$ cat src/sv/kce_pkg.sv
// ----------------------------------------------------------------------------
// kce_pkg: shared types and constants of the keyframe curve evaluator
// Item formats, register indexes, mode codes and the requests and responses of
// the shared multiply and divide units.
// ----------------------------------------------------------------------------
package kce_pkg;

  localparam int unsigned TABLE_DEPTH_DEF = 256;
  localparam int unsigned WORD_W          = 16;
  localparam int unsigned TIME_W          = 32;
  localparam int unsigned CALC_W          = 48;
  localparam int unsigned MUL_DIGIT_W     = 16;
  localparam int unsigned PTR_W           = 12;
  localparam int unsigned LEN_W           = 9;
  localparam int unsigned MODE_W          = 3;
  localparam int unsigned IDX_W           = 8;
  localparam int unsigned CFG_IDX_W       = 2;
  localparam int unsigned CFG_DATA_W      = 32;
  localparam int unsigned SCALE_SH        = 4;
  localparam int unsigned LIN_SH          = 8;
  localparam int unsigned STEP_SH         = 12;

  localparam logic KIND_LOAD = 1'b0;
  localparam logic KIND_EVAL = 1'b1;

  typedef enum logic [CFG_IDX_W-1:0] {
    CFG_EVAL_MODE     = 2'd0,
    CFG_TABLE_LENGTH  = 2'd1,
    CFG_CHANGE_OFFSET = 2'd2
  } cfg_idx_e;

  typedef enum logic [MODE_W-1:0] {
    MODE_LINEAR  = 3'd0,
    MODE_STEP    = 3'd1,
    MODE_SMOOTH  = 3'd2,
    MODE_LOOP    = 3'd3,
    MODE_CHANGED = 3'd4
  } eval_mode_e;

  typedef struct packed {
    logic                     kind;
    logic [IDX_W-1:0]         word_index;
    logic signed [WORD_W-1:0] word_value;
    logic signed [TIME_W-1:0] sample_time;
  } in_item_t;

  typedef struct packed {
    logic signed [TIME_W-1:0] curve_value;
    logic                     zero_weight_fault;
  } out_item_t;

  typedef struct packed {
    logic              start;
    logic [CALC_W-1:0] a;
    logic [CALC_W-1:0] b;
  } mul_req_t;

  typedef struct packed {
    logic              start;
    logic [CALC_W-1:0] num;
    logic [CALC_W-1:0] den;
  } div_req_t;

  typedef struct packed {
    logic              done;
    logic [CALC_W-1:0] value;
  } unit_rsp_t;

endpackage

$ cat src/sv/kce_mul.sv
// ----------------------------------------------------------------------------
// kce_mul: shared 48-bit multiplier
// Forms the low 48 bits of a product, one 16-bit digit of the second operand
// per cycle.
// ----------------------------------------------------------------------------
module kce_mul (
  input  logic                clk_i,
  input  logic                rst_ni,
  input  kce_pkg::mul_req_t   req_i,
  output kce_pkg::unit_rsp_t  rsp_o
);
  import kce_pkg::*;

  localparam int unsigned Steps = CALC_W / MUL_DIGIT_W;
  localparam int unsigned CntW  = (Steps > 1) ? $clog2(Steps) : 1;

  logic                          busy_q;
  logic                          done_q;
  logic [CntW-1:0]               cnt_q;
  logic [CALC_W-1:0]             a_q;
  logic [CALC_W-1:0]             b_q;
  logic [CALC_W-1:0]             acc_q;
  logic [CALC_W+MUL_DIGIT_W-1:0] part;

  assign part = a_q * b_q[MUL_DIGIT_W-1:0];

  always_ff @(posedge clk_i or negedge rst_ni) begin
    if (!rst_ni) begin
      busy_q <= 1'b0;
      done_q <= 1'b0;
      cnt_q  <= '0;
      a_q    <= '0;
      b_q    <= '0;
      acc_q  <= '0;
    end else begin
      done_q <= !req_i.start && busy_q && (cnt_q == CntW'(Steps - 1));
      if (req_i.start) begin
        a_q    <= req_i.a;
        b_q    <= req_i.b;
        acc_q  <= '0;
        cnt_q  <= '0;
        busy_q <= 1'b1;
      end else if (busy_q) begin
        acc_q <= acc_q + part[CALC_W-1:0];
        a_q   <= a_q << MUL_DIGIT_W;
        b_q   <= b_q >> MUL_DIGIT_W;
        cnt_q <= cnt_q + 1'b1;
        if (cnt_q == CntW'(Steps - 1)) begin
          busy_q <= 1'b0;
        end
      end
    end
  end

  assign rsp_o.done  = done_q;
  assign rsp_o.value = acc_q;

endmodule

$ cat config.mk
export PLATFORM = sky130hd
export DESIGN_NAME = kce_mul
export DESIGN_NICKNAME = d
export VERILOG_FILES = /design/src/sv/kce_pkg.sv /design/src/sv/kce_mul.sv
export SDC_FILE = /design/constraint.sdc
export NUM_CORES = 2
export LEC_CHECK = 0
export ABC_AREA = 0
export BUFFER_PORTS_ARGS = -buffer_cell sky130_fd_sc_hd__buf_2
export CORE_ASPECT_RATIO = 0.8
export CORE_UTILIZATION = 33
export CTS_CLUSTER_DIAMETER = 80
export DETAILED_ROUTE_END_ITERATION = 12
export PLACE_DENSITY = 0.59
export SLEW_MARGIN = 20
export SYNTH_ARGS = -nofsm -noshare
export SYNTH_HDL_FRONTEND = slang
export SYNTH_SLANG_ARGS = --single-unit
$ cat constraint.sdc
create_clock -name clk_i -period 6.5 [get_ports clk_i]
set_clock_uncertainty 0.15 [all_clocks]
set_input_delay 0.975 -clock clk_i [delete_from_list [all_inputs] [get_ports clk_i]]
set_output_delay 0.975 -clock clk_i [all_outputs]
set_load 0.01 [all_outputs]
-- After elaboration in Yosys (flattened, before gate mapping)
Cells that the tools add are included.
- add/subtract/negate cells: 2
- $mul: 1
- divide/modulo/power cells: 0
- order comparisons: 0
- equal/unequal tests: 1
- shifts and indexed selects: 0
- multiplexer cells: 11
- bitwise gates (word level): 0
- reduce and logical (&&, ||, !) cells: 4
- operators by type and width (operator ; count):
    two-way mux 48 bit ; 6
    adder 48 bit ; 1
    multiplier 48 x 16 -> 48 bit ; 1
    two-way mux 2 bit ; 2
    two-way mux 1 bit ; 3
    adder 2 x 1 -> 2 bit (second input constant) ; 1
    == test 2 bit (second input constant) ; 1
    logical AND 1 bit ; 2
    nonzero test 2 bit ; 1
    zero test 1 bit ; 1
- flip-flop bits (word level): 148
- bits in latches: 0
- bits in writable memories: 0
- bits in read-only memories: 0
- output and inout port bits: 49
- memories kept: 0

-- Logic depth before layout (Yosys ltp)
- depth in word-level cells: 4
- depth in mapped cells: 27
- gate-level depth less buffers: 25

-- Worst setup path after synthesis
OpenSTA, ideal clock, no wires.
- kind: register -> register
- from: reg b_q[9]
- to: reg acc_q[46]
- setup time: 0.096 ns
- arrival time: 6.138 ns
- slack: 0.116 ns
- stages on the path, launching flop included: 26
- path buffers: 3
- cells stage by stage: dfrtp_1 -> clkbuf_1 -> buf_1 -> nand2_1 -> fa_1 -> inv_1 -> fa_1 -> fa_1 -> fa_1 -> fa_1 -> inv_1 -> fa_1 -> inv_1 -> ha_1 -> buf_2 -> a21oi_2 -> o221ai_2 -> a31oi_1 -> o221ai_1 -> a31o_1 -> a21oi_2 -> o21ai_2 -> a221oi_2 -> o21ai_1 -> o2111a_1 -> nor4_2
- word-level cells in the longest chain between the ends: 4
- ends and longest elaborated chain (element ; line ; source):
    from (decl) ; kce_mul.sv:21 ; logic [CALC_W-1:0] b_q;
    from (signal assigned) ; kce_mul.sv:39 ; b_q <= req_i.b;
    from (signal assigned) ; kce_mul.sv:46 ; b_q <= b_q >> MUL_DIGIT_W;
    multiplier 48 x 16 -> 48 bit ; kce_mul.sv:25 ; assign part = a_q * b_q[MUL_DIGIT_W-1:0];
    adder 48 bit ; kce_mul.sv:44 ; acc_q <= acc_q + part[CALC_W-1:0];
    two-way mux 48 bit ; kce_mul.sv:43 ; end else if (busy_q) begin
    two-way mux 48 bit ; kce_mul.sv:37 ; if (req_i.start) begin
    to (signal assigned) ; kce_mul.sv:44 ;
    to (decl) ; kce_mul.sv:22 ; logic [CALC_W-1:0] acc_q;
No other way between the ends. The select of a mux whose other input is x is not followed.
A chain may end at the register's enable or synchronous reset.

-- Worst setup path after layout
- from: reg b_q[4]
- to: reg acc_q[42]
Same word-level chain as after synthesis.

==> metrics.csv <==
stage,metric,value,unit
timing,grt_setup_unrepaired,yes,
synthesis,yosysWarnings,0,
global_routing,grt_antenna_before_repair,0,
run_status,outcome,"finished, violations left",
die,die-area,83320,um2
drt,wirelength,84860,um
layout,layout-drive-gt1-share,17.65,%
clocking,clkSinkCount,148,
worst_setup_path,worstSetupStartpointType,flop,
synthesis,ys_seq_area_share,13.66,%
synthesis,synth-seq-cells,148,
synthesis,avgSynthCellArea,8.769,um2
placement,hpwl,68930,um
drt,ant_nets,0,
die,row_count,93,
timing,fin_worst_hold_slack,0.3682,ns
timing,fin_crit,6.535,ns
drt,viasPerCell,4.665,
timing,finalSetupViolations,3,
worst_setup_path,crit_path_end_kind,flop,
synthesis,syn_nets,3850,
global_routing,grt_pass1_wl,131500,um
global_routing,grt_pass1_vias,21795,
synthesis,synth_edf_count,0,
placement,globalplace.congestion,0.9221,
worst_setup_path,slowest_delay,0.57,ns
flow_run,cap_viol_max_count,0,
timing,tns,-0.08785,ns
clocking,insertion_delay,0.49,ns
synthesis,ys_async_sr_fraction,100.0,%
timing,finalMaxSlewViolations,0,
die,core_area,80870,um2
timing,finalCritPeriodShare,100.5,%
worst_setup_path,crit_path_top_delay_cell,fa_1,
global_routing,grt_usage,20.89,%
die,die_y,258.4,um
drt,drcViolationCount,0,
drt,routedWlPerCell,18.97,um
clocking,cts_tree,done,
worst_setup_path,crit_path_frequent_cell,fa_1,
worst_setup_path,reg2reg_slack,-0.03,ns
worst_setup_path,path_class,flop to flop,
worst_setup_path,reg2reg_depth,25,
drt,first_iter_violations,1551,
drt,vias,20873,
hold_path,min_to,acc_q[33],
synthesis,netlist_area,27110,um2
synthesis,synthDistinctLibCells,58,
hold_path,min_path_type,flop to flop,
timing,slew_headroom,29.50,%
worst_setup_path,rr_endpoint,acc_q[42],
clocking,h-tree-depth,4,
hold_path,hold_path_depth,2,
die,die_w,322.5,um
synthesis,synthFlopType,dfrtp_1,
worst_setup_path,arrival,6.78,ns
layout,antennaDiodeCount,0,
synthesis,syn_inst,3092,
die,initial_utilization,33.53,%
placement,place_ws,-0.3099,ns
layout,nets,4127,
global_routing,grt_start_max_net_pins,144,
layout,area_delta_synth_final,19.41,%
run_status,violations,setup timing,
clocking,clkSlewWorstSetupHoldPaths,0.07,ns
timing,hold_viol,0,
worst_setup_path,r2r_start,b_q[4],
die,pin_count,148,
clocking,cts_buffer_depth,2,
clocking,numCtsBuffers,17,
worst_setup_path,cp.required,6.75,ns
clocking,cts_root_buf,clkbuf_16,
timing,timing.fmax,153.0,MHz
timing,fin_ws,-0.03463,ns
drt,first_pass_iters,5,
placement,portBuffers,147,
global_routing,overflow,0,
worst_setup_path,critPathMaxFanout,14,
hold_path,worstHoldStart,acc_q[33],
timing,tightest_slew,1.057,ns
clocking,cts_hold_buf,0,
==> kinds of logic after synthesis <==
family / Yosys count / synth area share, %
fa+ha+maj: 659 / 46.30
flops: 148 / 13.66
buf+inv: 925 / 12.85
mux: 87 / 3.221
compound gates: 266 / 5.985
xor+xnor: 69 / 2.229
simple gates: 938 / 15.75
==> layer usage <==
metal	GRT usage [%]	vias up	wire (um)
met5	0	-	0
met4	3.373	0	1037
met3	5.510	62	7809
met2	29.18	759	34730
met1	32.40	10524	41290
li1	-	9528	-
==> stage by stage <==
step	cells	instance area (um2)	util [%]
floorplan	3092	27110	-
global placement	4416	30880	38.19
global route	4474	32380	40.04
finish	4474	32380	40.04
detailed placement	4416	30880	38.19
CTS	4456	31800	39.32
==> Yosys cell counts (2+ instances only) <==
cell type / n / area, um2
o31ai_1: 6 / 45.04
a211o_1: 2 / 17.52
o2111ai_1: 2 / 17.52
o21ai_2: 2 / 17.52
a21oi_1: 54 / 270.3
nor2b_1: 3 / 18.77
fa_1: 574 / 11490
buf_1: 4 / 15.01
nor2_1: 72 / 270.3
nand4_1: 8 / 50.05
dfrtp_1: 148 / 3704
nand2b_1: 37 / 231.5
a211oi_1: 8 / 60.06
buf_2: 7 / 35.03
o211ai_1: 5 / 37.54
nand2_1: 566 / 2125
ha_1: 85 / 1064
and2_1: 219 / 1370
a21oi_2: 5 / 43.79
mux2i_1: 85 / 850.8
clkbuf_1: 164 / 615.6
inv_1: 749 / 2811
a31oi_1: 5 / 31.28
nand3_1: 17 / 85.08
o21a_1: 2 / 15.01
xnor2_1: 59 / 516.8
and3_1: 4 / 25.02
a211oi_2: 2 / 25.02
xor2_1: 10 / 87.58
o21ai_1: 10 / 50.05
nor3_1: 4 / 20.02
o21ai_0: 116 / 580.6
mux2_2: 2 / 22.52
o21bai_1: 14 / 105.1
a21o_1: 19 / 142.6
==> final cells by class <==
class / instances / area [um2]
Clock buffer: 18 / 439.2
Clock inverter: 14 / 136.4
Fill cell: 8158 / 48490
Inverter: 749 / 2811
Multi-Input combinational cell: 2019 / 20460
Sequential cell: 148 / 3725
Tap cell: 1092 / 1366
Timing Repair Buffer: 434 / 3438
==> critical path: cells and delay by family, from the launching register on <==
family	cells	cell delay (ns)
fa+ha+maj	7	3.27
compound gates	8	1.55
buf+inv	7	0.67
flops	1	0.41
simple gates	2	0.29
xor+xnor	1	0.11
==> state kept, by name, summed over array words and instances, names as in the netlist <==
signal  flops
a_q        48
acc_q      48
b_q        48
busy_q      1
cnt_q       2
done_q      1
==> how the worst max path moves through the flow <==
stage,from,end,slack [ns]
after floorplan,b_q[9],acc_q[46],0.12
after global placement,b_q[2],acc_q[46],-0.24
after detailed placement,b_q[2],acc_q[46],-0.31
after CTS,b_q[4],acc_q[44],-0.01
after global routing,b_q[4],acc_q[46],-0.28
final,b_q[4],acc_q[42],-0.03
==> cells in the final DEF (no fill, tap or decap), types with 15 or more instances in the layout <==
| master | count |
|---|---|
| a21o_1 | 19 |
| a21oi_1 | 36 |
| a21oi_2 | 19 |
| and2_1 | 211 |
| buf_12 | 33 |
| buf_2 | 145 |
| buf_4 | 241 |
| clkbuf_16 | 20 |
| dfrtp_1 | 133 |
| fa_1 | 557 |
| fa_2 | 17 |
| ha_1 | 67 |
| ha_4 | 15 |
| inv_1 | 743 |
| mux2i_1 | 85 |
| nand2_1 | 561 |
| nand2b_1 | 37 |
| nor2_1 | 66 |
| o21ai_0 | 110 |
| xnor2_1 | 59 |
==> what timing repair did <==
action | in CTS | in global routing
setup endpoints to repair | 18 | 21
gates cloned | 0 | 3
pin swaps | 34 | 49
gates resized for setup | 54 | 95
buffers inserted | 8 | 15
Power is not shown: default switching activity piles up to over one toggle a cycle in this logic, so the estimate is an artifact.
