**src/sv/kce_pkg.sv**
```systemverilog
// ----------------------------------------------------------------------------
// kce_pkg: shared types and constants of the keyframe curve evaluator
// Item formats, register indexes, mode codes and the requests and responses of
// the shared multiply and divide units.
// ----------------------------------------------------------------------------
package kce_pkg;

  localparam int unsigned TABLE_DEPTH_DEF = 256;
  localparam int unsigned WORD_W          = 16;
  localparam int unsigned TIME_W          = 32;
  localparam int unsigned CALC_W          = 48;
  localparam int unsigned MUL_DIGIT_W     = 16;
  localparam int unsigned PTR_W           = 12;
  localparam int unsigned LEN_W           = 9;
  localparam int unsigned MODE_W          = 3;
  localparam int unsigned IDX_W           = 8;
  localparam int unsigned CFG_IDX_W       = 2;
  localparam int unsigned CFG_DATA_W      = 32;
  localparam int unsigned SCALE_SH        = 4;
  localparam int unsigned LIN_SH          = 8;
  localparam int unsigned STEP_SH         = 12;

  localparam logic KIND_LOAD = 1'b0;
  localparam logic KIND_EVAL = 1'b1;

  typedef enum logic [CFG_IDX_W-1:0] {
    CFG_EVAL_MODE     = 2'd0,
    CFG_TABLE_LENGTH  = 2'd1,
    CFG_CHANGE_OFFSET = 2'd2
  } cfg_idx_e;

  typedef enum logic [MODE_W-1:0] {
    MODE_LINEAR  = 3'd0,
    MODE_STEP    = 3'd1,
    MODE_SMOOTH  = 3'd2,
    MODE_LOOP    = 3'd3,
    MODE_CHANGED = 3'd4
  } eval_mode_e;

  typedef struct packed {
    logic                     kind;
    logic [IDX_W-1:0]         word_index;
    logic signed [WORD_W-1:0] word_value;
    logic signed [TIME_W-1:0] sample_time;
  } in_item_t;

  typedef struct packed {
    logic signed [TIME_W-1:0] curve_value;
    logic                     zero_weight_fault;
  } out_item_t;

  typedef struct packed {
    logic              start;
    logic [CALC_W-1:0] a;
    logic [CALC_W-1:0] b;
  } mul_req_t;

  typedef struct packed {
    logic              start;
    logic [CALC_W-1:0] num;
    logic [CALC_W-1:0] den;
  } div_req_t;

  typedef struct packed {
    logic              done;
    logic [CALC_W-1:0] value;
  } unit_rsp_t;

endpackage

```
**src/sv/kce_div.sv**
```systemverilog
// ----------------------------------------------------------------------------
// kce_div: shared 48-bit signed divider
// Restoring division on magnitudes, one quotient bit per cycle; the quotient
// truncates toward zero and wraps to 48 bits.
// ----------------------------------------------------------------------------
module kce_div (
  input  logic                clk_i,
  input  logic                rst_ni,
  input  kce_pkg::div_req_t   req_i,
  output kce_pkg::unit_rsp_t  rsp_o
);
  import kce_pkg::*;

  localparam int unsigned CntW = $clog2(CALC_W);

  logic              busy_q;
  logic              done_q;
  logic              neg_q;
  logic [CntW-1:0]   cnt_q;
  logic [CALC_W:0]   rem_q;
  logic [CALC_W-1:0] quo_q;
  logic [CALC_W-1:0] den_q;
  logic [CALC_W:0]   rem_sh;
  logic [CALC_W:0]   diff;

  assign rem_sh = {rem_q[CALC_W-1:0], quo_q[CALC_W-1]};
  assign diff   = rem_sh - {1'b0, den_q};

  always_ff @(posedge clk_i or negedge rst_ni) begin
    if (!rst_ni) begin
      busy_q <= 1'b0;
      done_q <= 1'b0;
      neg_q  <= 1'b0;
      cnt_q  <= '0;
      rem_q  <= '0;
      quo_q  <= '0;
      den_q  <= '0;
    end else begin
      done_q <= !req_i.start && busy_q && (cnt_q == CntW'(CALC_W - 1));
      if (req_i.start) begin
        quo_q  <= req_i.num[CALC_W-1] ? -req_i.num : req_i.num;
        den_q  <= req_i.den[CALC_W-1] ? -req_i.den : req_i.den;
        neg_q  <= req_i.num[CALC_W-1] ^ req_i.den[CALC_W-1];
        rem_q  <= '0;
        cnt_q  <= '0;
        busy_q <= 1'b1;
      end else if (busy_q) begin
        if (!diff[CALC_W]) begin
          rem_q <= diff;
          quo_q <= {quo_q[CALC_W-2:0], 1'b1};
        end else begin
          rem_q <= rem_sh;
          quo_q <= {quo_q[CALC_W-2:0], 1'b0};
        end
        cnt_q <= cnt_q + 1'b1;
        if (cnt_q == CntW'(CALC_W - 1)) begin
          busy_q <= 1'b0;
        end
      end
    end
  end

  assign rsp_o.done  = done_q;
  assign rsp_o.value = neg_q ? -quo_q : quo_q;

endmodule

```
**config.mk**
```make
export PLATFORM = sky130hd
export DESIGN_NAME = kce_div
export DESIGN_NICKNAME = d
export VERILOG_FILES = /design/src/sv/kce_pkg.sv /design/src/sv/kce_div.sv
export SDC_FILE = /design/constraint.sdc
export NUM_CORES = 1
export LEC_CHECK = 0
export ABC_AREA = 0
export BUFFER_PORTS_ARGS = -buffer_cell sky130_fd_sc_hd__buf_4
export CAP_MARGIN = 30
export CORE_MARGIN = 5
export CORE_UTILIZATION = 60
export CTS_CLUSTER_SIZE = 28
export DETAILED_ROUTE_END_ITERATION = 6
export GPL_ROUTABILITY_DRIVEN = 0
export GPL_TIMING_DRIVEN = 1
export HOLD_SLACK_MARGIN = 0.12
export PLACE_DENSITY = 0.91
export SYNTH_ARGS = -nofsm -noshare
export SYNTH_HDL_FRONTEND = slang
export SYNTH_SLANG_ARGS = --single-unit
```
**constraint.sdc**
```tcl
create_clock -name clk_i -period 12.5 [get_ports clk_i]
set_input_delay 2.5 -clock clk_i [delete_from_list [all_inputs] [get_ports clk_i]]
set_output_delay 2.5 -clock clk_i [all_outputs]
set_load 0.03 [all_outputs]
```
# == After elaboration in Yosys (flattened, before gate mapping) ==
# Cells that the tools add are included.
# totals
reg_bits,153
latchBits,0
mem_bits_rw,0
romBits,0
inputBits,99
wordCells,32
n_memories,0
# classes
add_sub_neg,5
multipliers,0
div_mod_pow,0
n_lt_le_gt_ge,0
eq_ne,1
n_shift,0
mux,14
bitwise_logic,1
reduce_logical,4
# ops
operator,count
2-to-1 mux 48 bit,8
negation 48 bit,3
subtractor 49 x 48 -> 49 bit,1
2-to-1 mux 6 bit,2
adder 6 x 1 -> 6 bit (second input constant),1
== test 6 bit (second input constant),1
2-to-1 mux 1 bit,4
logical AND 1 bit,2
nonzero test 2 bit,1
logical NOT 1 bit,1
bitwise XOR 1 bit,1

# == Depth between registers and ports, before layout ==
# depth
ltp_word,4
ltp_mapped,14

# == Worst setup path before layout ==
# No wires, ideal clock.
# synth_path
kind,register to output
start,reg quo_q[13]
end,out rsp_o[39] in the netlist's numbering
arrival_time_ns,3.838
t_required_ns,10.000
slack_ns,6.162
stages_incl_launch_ff,11
path_buffers,1
path_cell_list,dfrtp_1 -> or4_4 -> or4_4 -> or3_4 -> or3_4 -> or3_4 -> or4_4 -> or3_1 -> buf_6 -> o31ai_4 -> xnor2_1
# synth_lines
item,line,text
from (decl),kce_div.sv:21,logic [CALC_W-1:0] quo_q;
from (signal assigned),kce_div.sv:41,quo_q <= req_i.num[CALC_W-1] ? -req_i.num : req_i.num;
from (signal assigned),kce_div.sv:50,"quo_q <= {quo_q[CALC_W-2:0], 1'b1};"
from (signal assigned),kce_div.sv:53,"quo_q <= {quo_q[CALC_W-2:0], 1'b0};"
to (decl),kce_div.sv:10,output kce_pkg::unit_rsp_t rsp_o

==> results by group <==
Route
  • Number of search-and-repair iterations in the first detailed-routing pass: 6
  • Post-route ant nets: 0
  • Vias after detailed routing: between 10k and 15k
  • Number of vias per cell: 6.34
  • Detailed Route WL: 34,700 um
  • DRC violation count after routing: 0
  • Avg WL per Cell: around 18 um
  • Initial DRC Count: 1,276

Finish
  • Layout cell share with drive strength beyond 1: 0.136
  • Number of nets in the layout: 1,752
  • Post-layout instance count excluding filler cells: 1,883
  • Antenna fix cells: 0
  • Area growth from synthesis to layout: 14.3%
  • Fraction of the core area covered by cells at the end of the flow: 0.703

Floorplan
  • Placeable Area: 20,400 um^2
  • Rows: 52
  • Boundary pin count: 148
  • Die Height: 154 um
  • Horiz. Die Dim: 154 um
  • Initial Util: 0.614
  • Total Die Area: roughly 24,000 um^2

Synth
  • Syn_nets: roughly 1.7k
  • Proportion of synthesized chip area in sequential cells: 0.306
  • Synthesized area divided by synthesized cell count: about 8.3 um^2
  • Post-synthesis cell count: approximately 1.5k
  • Async set or reset register ratio after synthesis: 1.00
  • Count of synthesis-stage warnings from yosys: 0
  • EDFF count, synth: 0
  • Number of synthesized register bits: 153
  • Number of distinct standard cells referenced by the synthesized netlist: 63
  • Predominant post-synthesis flop cell: sky130_fd_sc_hd__dfrtp_1
  • Synth Cell Area: 12,500 um^2

STA
  • FMAX: 141 MHz
  • Final Max Slew Viols: 0
  • Worst-Margin Slew: ~900 ps
  • Final Hold Fails: 0
  • Share of the clock period used by the worst path: 0.567
  • Post-route clock skew: 11.1 ps
  • Number of failing setup endpoints in the final timing report: 0
  • RSZ-0062 raised after global routing: no
  • Post-route setup TNS: 0 ps
  • Relative slew slack: 0.393
  • Min cycle time layout: between 7000 and 8000 ps
  • Crit path setup slack, layout: 5410 ps

Critical path
  • Start-to-end type of the worst setup path: reg -> out
  • Slowest CP cell: sky130_fd_sc_hd__or4_4
  • Critical path endpoint category: output pin
  • Worst path required time: 10,000 ps
  • Family with the most delay on the worst path: simple AND/OR/NAND/NOR gates
  • WP data arrival: approximately 4600 ps
  • Chain of cells forming the critical path: or4_4 > or4_4 > or3_4 > or3_4 > or3_4 > or4_4 > or3_1 > o31ai_4 > xnor2_1 > buf_4
  • Critical path buffer and inverter count: 1
  • Delay contributed by the slowest stage of the critical path: slightly below 600 ps
  • CP startpoint kind: flip-flop
  • Largest fanout on the critical path: 7

GRT
  • Number of global-route vias before repair: 11.7k
  • GR Util All Layers: 0.285
  • Wire length of the first global-routing pass: 57,300 um
  • Pin count of the biggest net entering global routing: between 100 and 150
  • Sum of overflow across all layers after global routing: 0
  • Initial antenna violation count: 0

Clock tree
  • Gates resized, CTS repair: 0
  • Maximum buffer depth of the clock tree: 2
  • Clock Sink Count: 153
  • Total clock buffers created by CTS: 17
  • Clock Pin Slew Worst Setup and Hold Paths: about 70 ps
  • CTS hold repair buffers: 0
  • H-tree level count: 4
  • CTS tree: yes
  • Setup fix buffers added after clock tree synthesis: 0
  • Source-to-sink clock delay at the later pin of the worst-skew pair: about 440 ps
  • CTS Root Buffer Type: sky130_fd_sc_hd__clkbuf_16

Flow run
  • Number of maximum-capacitance violations: 0

Placement
  • Worst setup timing slack at the placement stage: 5890 ps
  • Placed cell count: 1,850
  • HPWL after DPL: 24,700 um
  • Number of buffers inserted by port buffering: about 150

Power and ir drop
  • Post-layout total power: ~1500 uW
  • Leakage dissipation: 0.00663 uW
  • Worst ir drop on vdd: 0.0939 mV
  • Power density normalized to cell area: 107 nW/um^2

Run status
  • Status: completed

Min path
  • Worst min-delay path category: reg -> reg
[cell families after synthesis]
| group | after synthesis | share of synthesized area |
|---|---|---|
| flops | 153 | 0.306 |
| fa+ha+maj | 53 | 0.0536 |
| buf+inv | 150 | 0.0462 |
| xor+xnor | 182 | 0.127 |
| compound gates | 441 | 0.226 |
| mux | 87 | 0.0699 |
| simple gates | 441 | 0.171 |
[flip-flops by register name (all words and copies together) (netlist names)]
signal / count
cnt_q: 6
neg_q: 1
den_q: 48
busy_q: 1
quo_q: 48
done_q: 1
rem_q: 48
[through the flow]
stage          hold slack [ps]  cell area [um^2]
2_1_floorplan              485             12500
3_3_place_gp               496             13700
3_5_place_dp               506             13700
4_1_cts                    520             14300
5_1_grt                    552             14300
6_report                   519             14300
[where the power goes]
| part | internal, uW | total, uW | switching, uW |
|---|---|---|---|
| sequential | 534 | 578 | 43.6 |
| clock | 259 | 491 | 232 |
| combinational | 186 | 469 | 283 |
| total | 979 | 1540 | 558 |
[cells in the mapped netlist, types with 4 or more instances]
library cell / number / area, um^2
sky130_fd_sc_hd__o41ai_1: 17 / 149
sky130_fd_sc_hd__nor2_1: 133 / 499
sky130_fd_sc_hd__buf_1: 11 / 41.3
sky130_fd_sc_hd__o21ai_0: 136 / 681
sky130_fd_sc_hd__or4_1: 21 / 158
sky130_fd_sc_hd__o21a_1: 10 / 75.1
sky130_fd_sc_hd__inv_1: 67 / 251
sky130_fd_sc_hd__a21oi_1: 104 / 521
sky130_fd_sc_hd__or4_4: 4 / 45.0
sky130_fd_sc_hd__and3_1: 4 / 25.0
sky130_fd_sc_hd__nand4_1: 12 / 75.1
sky130_fd_sc_hd__nor4_1: 5 / 31.3
sky130_fd_sc_hd__or2_2: 10 / 62.6
sky130_fd_sc_hd__and2_1: 5 / 31.3
sky130_fd_sc_hd__xor2_1: 52 / 455
sky130_fd_sc_hd__a21o_1: 30 / 225
sky130_fd_sc_hd__o22ai_1: 7 / 43.8
sky130_fd_sc_hd__o31ai_1: 34 / 255
sky130_fd_sc_hd__mux2i_1: 84 / 841
sky130_fd_sc_hd__or3_4: 5 / 56.3
sky130_fd_sc_hd__nor3b_1: 6 / 45.0
sky130_fd_sc_hd__nand2b_1: 14 / 87.6
sky130_fd_sc_hd__nand4b_1: 4 / 35.0
sky130_fd_sc_hd__or3_1: 22 / 138
sky130_fd_sc_hd__a211oi_1: 41 / 308
sky130_fd_sc_hd__nor3_1: 17 / 85.1
sky130_fd_sc_hd__nand3_1: 16 / 80.1
sky130_fd_sc_hd__nand2_1: 141 / 529
sky130_fd_sc_hd__o21bai_1: 6 / 45.0
sky130_fd_sc_hd__xnor2_1: 130 / 1140
sky130_fd_sc_hd__ha_1: 52 / 651
sky130_fd_sc_hd__a31oi_1: 4 / 25.0
sky130_fd_sc_hd__clkbuf_1: 69 / 259
sky130_fd_sc_hd__o31ai_4: 5 / 106
sky130_fd_sc_hd__and4_1: 4 / 35.0
sky130_fd_sc_hd__dfrtp_1: 153 / 3830
sky130_fd_sc_hd__o21ai_1: 8 / 40.0
sky130_fd_sc_hd__a311oi_1: 12 / 105
sky130_fd_sc_hd__nor2b_1: 11 / 68.8
[final timing paths]
check	cells after the start	to	from	slack [ps]
min in group asynchronous	1	den_q[23]	rst_ni	2160
min reg2reg	1	den_q[0]	den_q[0]	520
max in group asynchronous	2	busy_q	rst_ni	8950
max reg2reg	14	rem_q[41]	quo_q[47]	7480
max	10	rsp_o[35]	quo_q[13]	5410
min	1	den_q[0]	den_q[0]	520
[cell type report]
cell class              count  area [um^2]
flip-flops and latches    153         3830
clock buffers              19          433
clock inverters            13          111
repair buffers            157         1230
multi-input cells        1204         8110
inverters                  67          251
fillers                  1506         6060
well taps                 270          338
[routing by layer]
layer,GRT usage,wire length [um]
met1,0.365,14000
met5,0,0
met2,0.477,16800
met4,0.119,1340
met3,0.0492,2460
[placed cells by master, fill, tap and decap left out, types with 5 or more instances in the layout]
cell                        netlist  routed
sky130_fd_sc_hd__buf_4            2     153
sky130_fd_sc_hd__dfrtp_1        153     152
sky130_fd_sc_hd__nand2_1        141     141
sky130_fd_sc_hd__o21ai_0        136     136
sky130_fd_sc_hd__nor2_1         133     132
sky130_fd_sc_hd__xnor2_1        130     130
sky130_fd_sc_hd__a21oi_1        104     104
sky130_fd_sc_hd__mux2i_1         84      84
sky130_fd_sc_hd__inv_1           67      67
sky130_fd_sc_hd__xor2_1          52      52
sky130_fd_sc_hd__ha_1            52      52
sky130_fd_sc_hd__a211oi_1        41      41
sky130_fd_sc_hd__o31ai_1         34      34
sky130_fd_sc_hd__a21o_1          30      30
sky130_fd_sc_hd__or3_1           22      22
sky130_fd_sc_hd__or4_1           21      21
sky130_fd_sc_hd__nor3_1          17      17
sky130_fd_sc_hd__o41ai_1         17      17
sky130_fd_sc_hd__clkbuf_16        0      17
sky130_fd_sc_hd__nand3_1         16      16
sky130_fd_sc_hd__nand2b_1        14      14
sky130_fd_sc_hd__nand4_1         12      12
sky130_fd_sc_hd__a311oi_1        12      12
sky130_fd_sc_hd__nor2b_1         11      11
sky130_fd_sc_hd__or2_2           10      10
sky130_fd_sc_hd__o21a_1          10      10
sky130_fd_sc_hd__o21ai_1          8       8
sky130_fd_sc_hd__o22ai_1          7       7
sky130_fd_sc_hd__o21bai_1         6       6
sky130_fd_sc_hd__nor3b_1          6       6
sky130_fd_sc_hd__inv_6            0       6
sky130_fd_sc_hd__or3_4            5       5
sky130_fd_sc_hd__o31ai_4          5       5
sky130_fd_sc_hd__nor4_1           5       5
sky130_fd_sc_hd__and2_1           5       5
No activity file was read; power rests on OpenSTA's default activity.
